===== src/sv/pcer_pkg.sv =====
// pcer_pkg: shared types, constants and CORDIC tables for the cluster extent reducer.
// No dependencies.
`timescale 1ns / 1ps
package pcer_pkg;

  localparam int GUARD = 8;
  localparam int STEPS = 16;
  localparam int STEP_BITS = 5;
  localparam int ANGLE_FRAC = 13;
  localparam int CW = 42;   // CORDIC vector width
  localparam int AW = 34;   // Q30 angle width, signed
  localparam logic signed [AW-1:0] HALF_PI_Q30 = 34'sd1686629713;
  localparam logic signed [AW-1:0] PI_Q30 = 34'sd3373259426;
  localparam logic [29:0] KINV_Q30 = 30'd652032874;

  typedef struct packed {
    logic signed [15:0] point_x;
    logic signed [15:0] point_z;
    logic [15:0]        cluster_id;
    logic               last_point;
  } pcer_in_t;

  typedef struct packed {
    logic [15:0]        tag_out;
    logic               near_flag;
    logic [15:0]        nearest_range;
    logic signed [15:0] nearest_azimuth;
    logic signed [15:0] least_azimuth;
    logic signed [15:0] greatest_azimuth;
    logic [16:0]        extent_width;
  } pcer_out_t;

  typedef enum logic [2:0] {
    OP_IDLE, OP_LOAD_VEC, OP_STEP_VEC, OP_FINISH_VEC, OP_LOAD_ROT, OP_STEP_ROT,
    OP_FINISH_ROT, OP_EMIT
  } pcer_op_t;

  typedef struct packed {
    pcer_op_t         op;
    logic             sel_high;  // rotation works on the high-azimuth point
  } pcer_cmd_t;

  typedef struct packed {
    logic             is_last;
  } pcer_sts_t;

  function automatic logic [31:0] atan_q30(input logic [STEP_BITS-1:0] i);
    case (i)
      5'd0: return 32'd843314857;  5'd1: return 32'd497837829;
      5'd2: return 32'd263043837;  5'd3: return 32'd133525159;
      5'd4: return 32'd67021687;   5'd5: return 32'd33543516;
      5'd6: return 32'd16775851;   5'd7: return 32'd8388437;
      5'd8: return 32'd4194283;    5'd9: return 32'd2097149;
      5'd10: return 32'd1048576;   5'd11: return 32'd524288;
      5'd12: return 32'd262144;    5'd13: return 32'd131072;
      5'd14: return 32'd65536;     5'd15: return 32'd32768;
      default: return 32'd0;
    endcase
  endfunction

endpackage


===== src/sv/point_cluster_extent_reducer_core.sv =====
// point_cluster_extent_reducer_core: top level joining sequencer and CORDIC datapath.
// Depends on pcer_pkg, pcer_control, pcer_datapath.
//
// channel | dir | handshake                 | payload
// in      | in  | in_valid / in_ready       | pcer_in_t
// out     | out | out_valid / out_ready     | pcer_out_t
// cfg     | in  | cfg_we                    | cfg_data (max_distance)
//
// A point runs through accept, load, 16 vectoring steps of the shared CORDIC and
// finish; a last point adds two rotations and one emit.
// Reset is synchronous; it clears cluster state and sets max_distance to 2000.
// A waiting result is held in the output register while the next point runs.
`timescale 1ns / 1ps
module point_cluster_extent_reducer_core (
  input  logic               clk,
  input  logic               rst,
  input  logic               in_valid,
  output logic               in_ready,
  input  pcer_pkg::pcer_in_t in_data,
  output logic               out_valid,
  input  logic               out_ready,
  output pcer_pkg::pcer_out_t out_data,
  input  logic               cfg_we,
  input  logic [15:0]        cfg_data
);
  import pcer_pkg::*;

  pcer_cmd_t   cmd;
  pcer_sts_t   sts;
  logic        clear;
  logic [15:0] max_distance;

  always_ff @(posedge clk) begin
    if (rst) max_distance <= 16'd2000;
    else if (cfg_we) max_distance <= cfg_data;
  end

  pcer_control u_ctrl (
    .clk, .rst, .in_valid, .in_ready, .out_valid, .out_ready,
    .sts, .cmd, .clear
  );

  pcer_datapath u_dp (
    .clk, .cmd, .clear, .in_item(in_data), .in_take(in_valid && in_ready),
    .max_distance, .sts, .out_item(out_data)
  );
endmodule


===== src/sv/pcer_datapath.sv =====
// pcer_datapath: shared iterative CORDIC, cluster tracking registers and result register.
// Depends on pcer_pkg.
`timescale 1ns / 1ps
module pcer_datapath (
  input  logic                clk,
  input  pcer_pkg::pcer_cmd_t cmd,
  input  logic                clear,
  input  pcer_pkg::pcer_in_t  in_item,
  input  logic                in_take,
  input  logic [15:0]         max_distance,
  output pcer_pkg::pcer_sts_t sts,
  output pcer_pkg::pcer_out_t out_item
);
  import pcer_pkg::*;

  pcer_in_t              cur;
  logic signed [CW-1:0]  re, im;
  logic signed [AW-1:0]  ang;
  logic [STEP_BITS-1:0]  step;
  logic                  origin;
  logic [15:0]           best_range, low_azimuth_range, high_azimuth_range;
  logic signed [15:0]    best_range_azimuth, low_azimuth, high_azimuth;
  logic signed [CW-1:0]  lat_low;

  logic signed [CW-1:0]  dr, di;
  logic                  dir_pos;
  logic signed [AW-1:0]  atn;
  logic signed [CW-1:0]  z0, x0;
  logic [15:0]           rng;
  logic signed [15:0]    az;
  logic [CW+30:0]        prod;
  logic [AW-1:0]         mag;
  logic signed [AW-1:0]  res0, aext;
  logic [15:0]           r_sel;
  logic signed [15:0]    a_sel;
  logic [55:0]           rprod;
  logic signed [CW-1:0]  d;
  logic [CW-1:0]         wabs;
  logic [CW-1:0]         wr;

  assign sts.is_last = cur.last_point;

  always_comb begin
    dr = im >>> step;
    di = re >>> step;
    atn = AW'(signed'({1'b0, atan_q30(step)}));
    dir_pos = (cmd.op == OP_STEP_VEC) ? (im >= 0) : (ang >= 0);
    z0 = CW'(cur.point_z) <<< GUARD;
    x0 = CW'(cur.point_x) <<< GUARD;
    // vectored magnitude stays below 2^25 for 16-bit coordinates
    prod = (re < 0) ? '0 : (CW+31)'(re[25:0]) * (CW+31)'(KINV_Q30);
    rng = (prod + (73'd1 << (29 + GUARD))) >> (30 + GUARD) > 73'hFFFF ? 16'hFFFF
          : 16'(((prod + (73'd1 << (29 + GUARD))) >> (30 + GUARD)));
    mag = (ang < 0) ? AW'(-ang) : AW'(ang);
    mag = (mag + (AW'(1) << (29 - ANGLE_FRAC))) >> (30 - ANGLE_FRAC);
    az = (ang < 0) ? -16'(mag) : 16'(mag);
    if (origin) begin
      rng = '0;
      az = '0;
    end
    r_sel = cmd.sel_high ? high_azimuth_range : low_azimuth_range;
    a_sel = cmd.sel_high ? high_azimuth : low_azimuth;
    aext = AW'(a_sel) <<< (30 - ANGLE_FRAC);
    res0 = aext > HALF_PI_Q30 ? PI_Q30 - aext
         : (aext < -HALF_PI_Q30 ? -PI_Q30 - aext : aext);
    rprod = (56'(r_sel) << GUARD) * 56'(KINV_Q30) + (56'd1 << 29);
    d = lat_low - im;
    wabs = (d < 0) ? CW'(-d) : CW'(d);
    wr = (wabs + (CW'(1) << (GUARD - 1))) >> GUARD;
  end

  always_ff @(posedge clk) begin
    if (in_take) cur <= in_item;
    if (clear) begin
      best_range <= 16'hFFFF;
      best_range_azimuth <= '0;
      low_azimuth <= 16'sh7FFF;
      low_azimuth_range <= '0;
      high_azimuth <= -16'sh8000;
      high_azimuth_range <= '0;
    end
    unique case (cmd.op)
      OP_LOAD_VEC: begin
        step <= '0;
        origin <= (cur.point_x == 0) && (cur.point_z == 0);
        if (z0 < 0) begin
          if (x0 >= 0) begin
            re <= x0; im <= -z0; ang <= HALF_PI_Q30;
          end else begin
            re <= -x0; im <= z0; ang <= -HALF_PI_Q30;
          end
        end else begin
          re <= z0; im <= x0; ang <= '0;
        end
      end
      OP_STEP_VEC, OP_STEP_ROT: begin
        step <= step + 1'b1;
        if (dir_pos == (cmd.op == OP_STEP_VEC)) begin
          re <= re + dr; im <= im - di;
        end else begin
          re <= re - dr; im <= im + di;
        end
        if (dir_pos) ang <= ang + ((cmd.op == OP_STEP_VEC) ? atn : -atn);
        else ang <= ang - ((cmd.op == OP_STEP_VEC) ? atn : -atn);
      end
      OP_FINISH_VEC: begin
        if (rng < best_range) begin
          best_range <= rng; best_range_azimuth <= az;
        end
        if (az < low_azimuth) begin
          low_azimuth <= az; low_azimuth_range <= rng;
        end
        if (az > high_azimuth) begin
          high_azimuth <= az; high_azimuth_range <= rng;
        end
      end
      OP_LOAD_ROT: begin
        step <= '0;
        re <= CW'(rprod >> 30);
        im <= '0;
        ang <= res0;
      end
      OP_FINISH_ROT: lat_low <= im;
      OP_EMIT: begin
        out_item.tag_out <= cur.cluster_id;
        out_item.near_flag <= best_range < max_distance;
        out_item.nearest_range <= best_range;
        out_item.nearest_azimuth <= best_range_azimuth;
        out_item.least_azimuth <= low_azimuth;
        out_item.greatest_azimuth <= high_azimuth;
        out_item.extent_width <= (wr > CW'(17'h1FFFF)) ? 17'h1FFFF : 17'(wr);
      end
      default: ;
    endcase
  end
endmodule


===== src/sv/pcer_control.sv =====
// pcer_control: sequencer for vectoring, two rotations and result handoff.
// Depends on pcer_pkg.
`timescale 1ns / 1ps
module pcer_control (
  input  logic                clk,
  input  logic                rst,
  input  logic                in_valid,
  output logic                in_ready,
  output logic                out_valid,
  input  logic                out_ready,
  input  pcer_pkg::pcer_sts_t sts,
  output pcer_pkg::pcer_cmd_t cmd,
  output logic                clear
);
  import pcer_pkg::*;

  typedef enum logic [2:0] {
    S_IDLE, S_LOAD, S_VEC, S_FIN, S_ROT_LOAD, S_ROT, S_ROT_FIN, S_EMIT
  } state_t;

  state_t               state;
  logic [STEP_BITS-1:0] cnt;
  logic                 second;

  assign in_ready = (state == S_IDLE);

  always_comb begin
    cmd.sel_high = second;
    unique case (state)
      S_IDLE:     cmd.op = OP_IDLE;
      S_LOAD:     cmd.op = OP_LOAD_VEC;
      S_VEC:      cmd.op = OP_STEP_VEC;
      S_FIN:      cmd.op = OP_FINISH_VEC;
      S_ROT_LOAD: cmd.op = OP_LOAD_ROT;
      S_ROT:      cmd.op = OP_STEP_ROT;
      S_ROT_FIN:  cmd.op = second ? OP_IDLE : OP_FINISH_ROT;
      S_EMIT:     cmd.op = (out_valid && !out_ready) ? OP_IDLE : OP_EMIT;
      default:    cmd.op = OP_IDLE;
    endcase
    clear = rst || (state == S_EMIT && !(out_valid && !out_ready));
  end

  always_ff @(posedge clk) begin
    if (rst) begin
      state <= S_IDLE; cnt <= '0; second <= 1'b0; out_valid <= 1'b0;
    end else begin
      // a new result may replace one taken at this same edge
      if (state == S_EMIT && !(out_valid && !out_ready)) out_valid <= 1'b1;
      else if (out_valid && out_ready) out_valid <= 1'b0;
      unique case (state)
        S_IDLE: if (in_valid) state <= S_LOAD;
        S_LOAD: begin
          cnt <= '0; state <= S_VEC;
        end
        S_VEC: begin
          cnt <= cnt + 1'b1;
          if (cnt == STEP_BITS'(STEPS - 1)) state <= S_FIN;
        end
        S_FIN: begin
          second <= 1'b0;
          state <= sts.is_last ? S_ROT_LOAD : S_IDLE;
        end
        S_ROT_LOAD: begin
          cnt <= '0; state <= S_ROT;
        end
        S_ROT: begin
          cnt <= cnt + 1'b1;
          if (cnt == STEP_BITS'(STEPS - 1)) state <= S_ROT_FIN;
        end
        S_ROT_FIN: begin
          if (second) state <= S_EMIT;
          else begin
            second <= 1'b1; state <= S_ROT_LOAD;
          end
        end
        S_EMIT: if (!(out_valid && !out_ready)) begin
          state <= S_IDLE;
        end
        default: state <= S_IDLE;
      endcase
    end
  end

  a_ready_idle: assert property (@(posedge clk) disable iff (rst)
    in_ready |-> state == S_IDLE) else $error("ready outside idle");
  a_emit_once: assert property (@(posedge clk) disable iff (rst)
    (state == S_EMIT && cmd.op == OP_EMIT) |=> out_valid) else $error("emit lost");
  a_cnt: assert property (@(posedge clk) disable iff (rst)
    state == S_VEC |-> cnt < STEP_BITS'(STEPS)) else $error("step overrun");
endmodule

===== config.mk =====
export PLATFORM = sky130hd
export DESIGN_NAME = point_cluster_extent_reducer_core
export DESIGN_NICKNAME = d
export VERILOG_FILES = /design/src/sv/pcer_pkg.sv /design/src/sv/point_cluster_extent_reducer_core.sv /design/src/sv/pcer_datapath.sv /design/src/sv/pcer_control.sv
export SDC_FILE = /design/constraint.sdc
export NUM_CORES = 2
export LEC_CHECK = 0
export ABC_AREA = 1
export BUFFER_PORTS_ARGS = -buffer_cell sky130_fd_sc_hd__buf_2
export CAP_MARGIN = 30
export CORE_UTILIZATION = 45
export DETAILED_ROUTE_END_ITERATION = 10
export REMOVE_ABC_BUFFERS = 1
export SLEW_MARGIN = 20
export SYNTH_ARGS = -nofsm -noshare
export SYNTH_HDL_FRONTEND = slang
export SYNTH_SLANG_ARGS = --single-unit

===== constraint.sdc =====
create_clock -name clk -period 11.28 [get_ports clk]
set_input_delay 0.564 -clock clk [delete_from_list [all_inputs] [get_ports clk]]
set_output_delay 0.564 -clock clk [all_outputs]
set_load 0.05 [all_outputs]

==> results.md <==
- Routability-driven placement finished with a final weighted congestion of 1.02.
- The number of synthesized register bits is around 460.
- The count of antenna-violating nets left after detailed routing is 0.
- The total setup violations reported at the end of the flow is 0.
- The setup TNS after final layout is 0 ns.
- The kind of cell adding the most delay to the critical path is adder cells.
- For this run, the number of standard cells in the final layout without fillers is ~11000.
- In this run, CTS created clock tree buffers numbering 59.
- The number of pins with negative max-slew slack in the final report is 0.
- Counting every sink on the clock net gives 463.
- The number of port buffers is 169.
- After legalization and detailed placement, the total HPWL measured 198 mm.
- The instance count of the mapped netlist is 8983.
- The average wire length per cell after detail routing is 21.1 µm.
- The largest buffer count on any clock path is 3.
- The number of global-route vias before repair was around 57000.
- The area share of the largest cell type after synthesis is 0.157.
- In this run, the number of DRC markers left after iteration 0 of detailed routing was 5392.
- Including well taps, the total number of placed cells is about 11000.
- From left edge to right edge, the die measures 380 µm.
- The final critical path time including I/O delays and setup is 10.18 ns.
- Summing over every cut layer, the via total after detailed routing is 59578.
- Of the available clock period, the critical path in the final layout requires 0.903.
- The clock insertion delay at the later pin of the skew report is 0.71 ns.
- Global routing finished with a remaining overflow of 0.
- The worst-margin pin slew is 1.07 ns.
- Measured on the finished design, the core utilization comes to 0.488.
- The nature of the critical path startpoint is a flip-flop.
- For this run, the register share of the synthesized area comes to 0.193.
- The tree is rooted in a sky130_fd_sc_hd__clkbuf_16.
- Across the whole layout, storage elements account for 12400 µm².
- The async set-or-reset flop fraction in the synthesized netlist is 0.
- The max-cap check violation count is 0.
- Yosys mapped the design onto 71 distinct sky130hd cell types.
- The clock-pin slew on the worst setup and hold paths is roughly 0.06 ns.
- The overall die area is approximately 140000 µm².
- The number of fill cells in the layout is between 10000 and 15000.
- Across every metal layer, demand over resource in global routing totals 0.317.
- Row generation in the floorplan step produced 138 rows.
- The die outline height is 380 µm.
- In this run the worst path has a maximum fanout of 25.
- The required time of the critical path is 11.87 ns.
- For this configuration, the core starts out at a cell density of 0.454.
- The remaining routing DRC violations is 0.
- In this run, post-CTS repair resized a total of 0 instances.
- The core region is between 100000 and 150000 µm².
- The average cell area after synthesis is 7.16 µm².
- The count of warnings emitted by yosys is 0.
- In this design, the stage delay of the slowest critical-path cell is around 0.74 ns.
- The first global-routing pass estimated 351 mm of wire.
- The post-detailed-route via-to-cell ratio is 5.40.
- The most repeated library cell on the critical path is sky130_fd_sc_hd__nand2_1.
- The achievable frequency is 98.2 MHz.
- The buffers plus inverters on the worst setup path is 9.
- The length of the first detailed-routing pass in iterations is 6.
- The cell with the largest stage delay on the worst path is sky130_fd_sc_hd__edfxtp_1.
- The worst relative slew slack is 0.277.
- Buffers inserted to repair hold after CTS numbered 1.
- The critical path class is reg2reg.
- The ratio of cells with drive above 1 in the final layout is 0.0609.
- The flow ran to the end, and the final reports show no timing, DRC or antenna violations.
- The area of the multi-input gates is 44500 µm².
- The overall routed net length is roughly 230 mm.
- Setup repair after global routing left no endpoint under its margin.
- Summing every instance area after synthesis gives between 60000 and 70000 µm².
- TritonCTS built the clock tree.
- STA puts the critical path data arrival time at approximately 11 ns.
- The class of the worst hold path is in2reg.
- The net total in the final layout is 10297.
- The buffers inserted during post-CTS setup optimization is 0.
- By area the synthesized netlist is led by sky130_fd_sc_hd__fa_1 (16%), sky130_fd_sc_hd__edfxtp_1 (15%), sky130_fd_sc_hd__ha_1 (13%).
- The I/O pin total is 170.
- The H-tree was split into 2 levels.
- The maximum number of pins on one net before global-route repair is 94.
- Clock skew on the completed layout was measured at 0.0791 ns.
- For this run, the leading register cell type out of synthesis is sky130_fd_sc_hd__edfxtp_1.
- The worst setup path is captured at a flip-flop.
- The dominant cell type by area after synthesis is sky130_fd_sc_hd__fa_1.
- In this run, synthesis inferred between 300 and 400 flip-flops with an integrated enable.
- The area growth from synthesis to layout is 7.59%.
- The number of antenna violations at the first check in global routing is 17.
- The final count of hold timing violations came to 0.
[layout make-up]
cell class / count / area share
clock buffer: 71 / 0.0224
timing repair buffer: 230 / 0.0190
antenna: 6 / 0.000217
sequential: 463 / 0.179
clock inverter: 38 / 0.00591
inverter: 1784 / 0.0968
multi-input combinational: 6541 / 0.642
tap: 1890 / 0.0342
[per-stage QoR]
step	instance area [µm²]	worst slack (ns)	hold WS, ns
3_5_place_dp	67200	1.21	0.406
3_3_place_gp	67200	1.13	0.401
5_1_grt	69200	0.477	0.00969
4_1_cts	69200	1.16	0.00106
2_1_floorplan	63500	1.29	0.400
6_report	69200	1.10	0.0347
[metal layers]
metal,GRT usage,wire length [µm],vias to the layer above
met5,0,109,-
met4,0.0990,8000,16
met3,0.0450,16800,332
met2,0.514,106000,1923
met1,0.434,102000,28324
li1,-,-,28983
[Yosys cell counts (all sizes together) (5+ instances only)]
master / number
o211ai: 45
o311ai: 6
clkbuf: 117
or2: 56
o21ai: 625
nand3: 479
o31ai: 19
o221ai: 11
a22oi: 6
clkinv: 7
o21a: 42
nor4: 14
dfxtp: 150
edfxtp: 313
a21boi: 11
nand4: 119
mux2i: 62
a21oi: 523
buf: 78
fa: 504
a21o: 13
nand3b: 15
nor2: 785
o21bai: 28
inv: 1777
nand2: 2045
xnor2: 85
and3: 5
xor2: 183
a211oi: 8
o22ai: 18
a31oi: 39
o41ai: 5
ha: 644
nor3: 112
[final timing paths]
kind | slack (ns) | depth (start not counted) | end | from
max | 1.10 | 44 | u_dp.best_range[15]$_DFF_P_ | u_dp.re[15]$_DFFE_PP_
min | 0.03 | 1 | u_dp.cur[45]$_DFFE_PP_ | in_data[45]
max reg2reg | 1.10 | 44 | u_dp.best_range[15]$_DFF_P_ | u_dp.re[15]$_DFFE_PP_
min reg2reg | 0.42 | 0 | u_dp.out_item[93]$_DFFE_PN_ | u_dp.cur[12]$_DFFE_PP_
[cell usage in the layout (no fill, tap or decap), types with 59 or more instances in the layout]
| master | n |
|---|---|
| sky130_fd_sc_hd__a21oi_1 | 520 |
| sky130_fd_sc_hd__buf_2 | 172 |
| sky130_fd_sc_hd__clkbuf_16 | 59 |
| sky130_fd_sc_hd__dfxtp_1 | 149 |
| sky130_fd_sc_hd__edfxtp_1 | 313 |
| sky130_fd_sc_hd__fa_1 | 504 |
| sky130_fd_sc_hd__ha_1 | 644 |
| sky130_fd_sc_hd__inv_1 | 1742 |
| sky130_fd_sc_hd__mux2i_1 | 62 |
| sky130_fd_sc_hd__nand2_1 | 2000 |
| sky130_fd_sc_hd__nand3_1 | 459 |
| sky130_fd_sc_hd__nand4_1 | 118 |
| sky130_fd_sc_hd__nor2_1 | 716 |
| sky130_fd_sc_hd__nor3_1 | 108 |
| sky130_fd_sc_hd__o21ai_0 | 597 |
| sky130_fd_sc_hd__xnor2_1 | 85 |
| sky130_fd_sc_hd__xor2_1 | 183 |
[kinds of logic (layout without fill, tap and decap cells)]
group,count (synthesis),in the layout,synth area share
AO/OA/AOI/OAI,1422,1422,0.121
XOR/XNOR,268,268,0.0365
adder cells (fa/ha/maj),1148,1148,0.282
buffers and inverters,1979,2123,0.117
flip-flops,463,463,0.193
multiplexers,62,62,0.00964
other,0,6,0
AND/OR/NAND/NOR,3641,3641,0.241
[state kept, by name (all words and copies together) (netlist names), named ones only]
signal                   cells
u_dp.high_azimuth_range     16
max_distance                16
u_dp.best_range_azimuth     16
u_dp.low_azimuth            16
u_ctrl.state                 3
u_dp.re                     42
u_dp.origin                  1
u_dp.im                     42
u_dp.sts                     1
u_dp.cur                    48
u_ctrl.out_valid             1
u_dp.step                    5
u_dp.out_item               98
u_ctrl.cnt                   5
u_dp.lat_low                42
u_dp.best_range             16
u_dp.high_azimuth           16
u_dp.ang                    34
u_ctrl.second                1
u_dp.low_azimuth_range      16
Power is not shown: default switching activity piles up to over one toggle a cycle in this logic, so the estimate is an artifact.
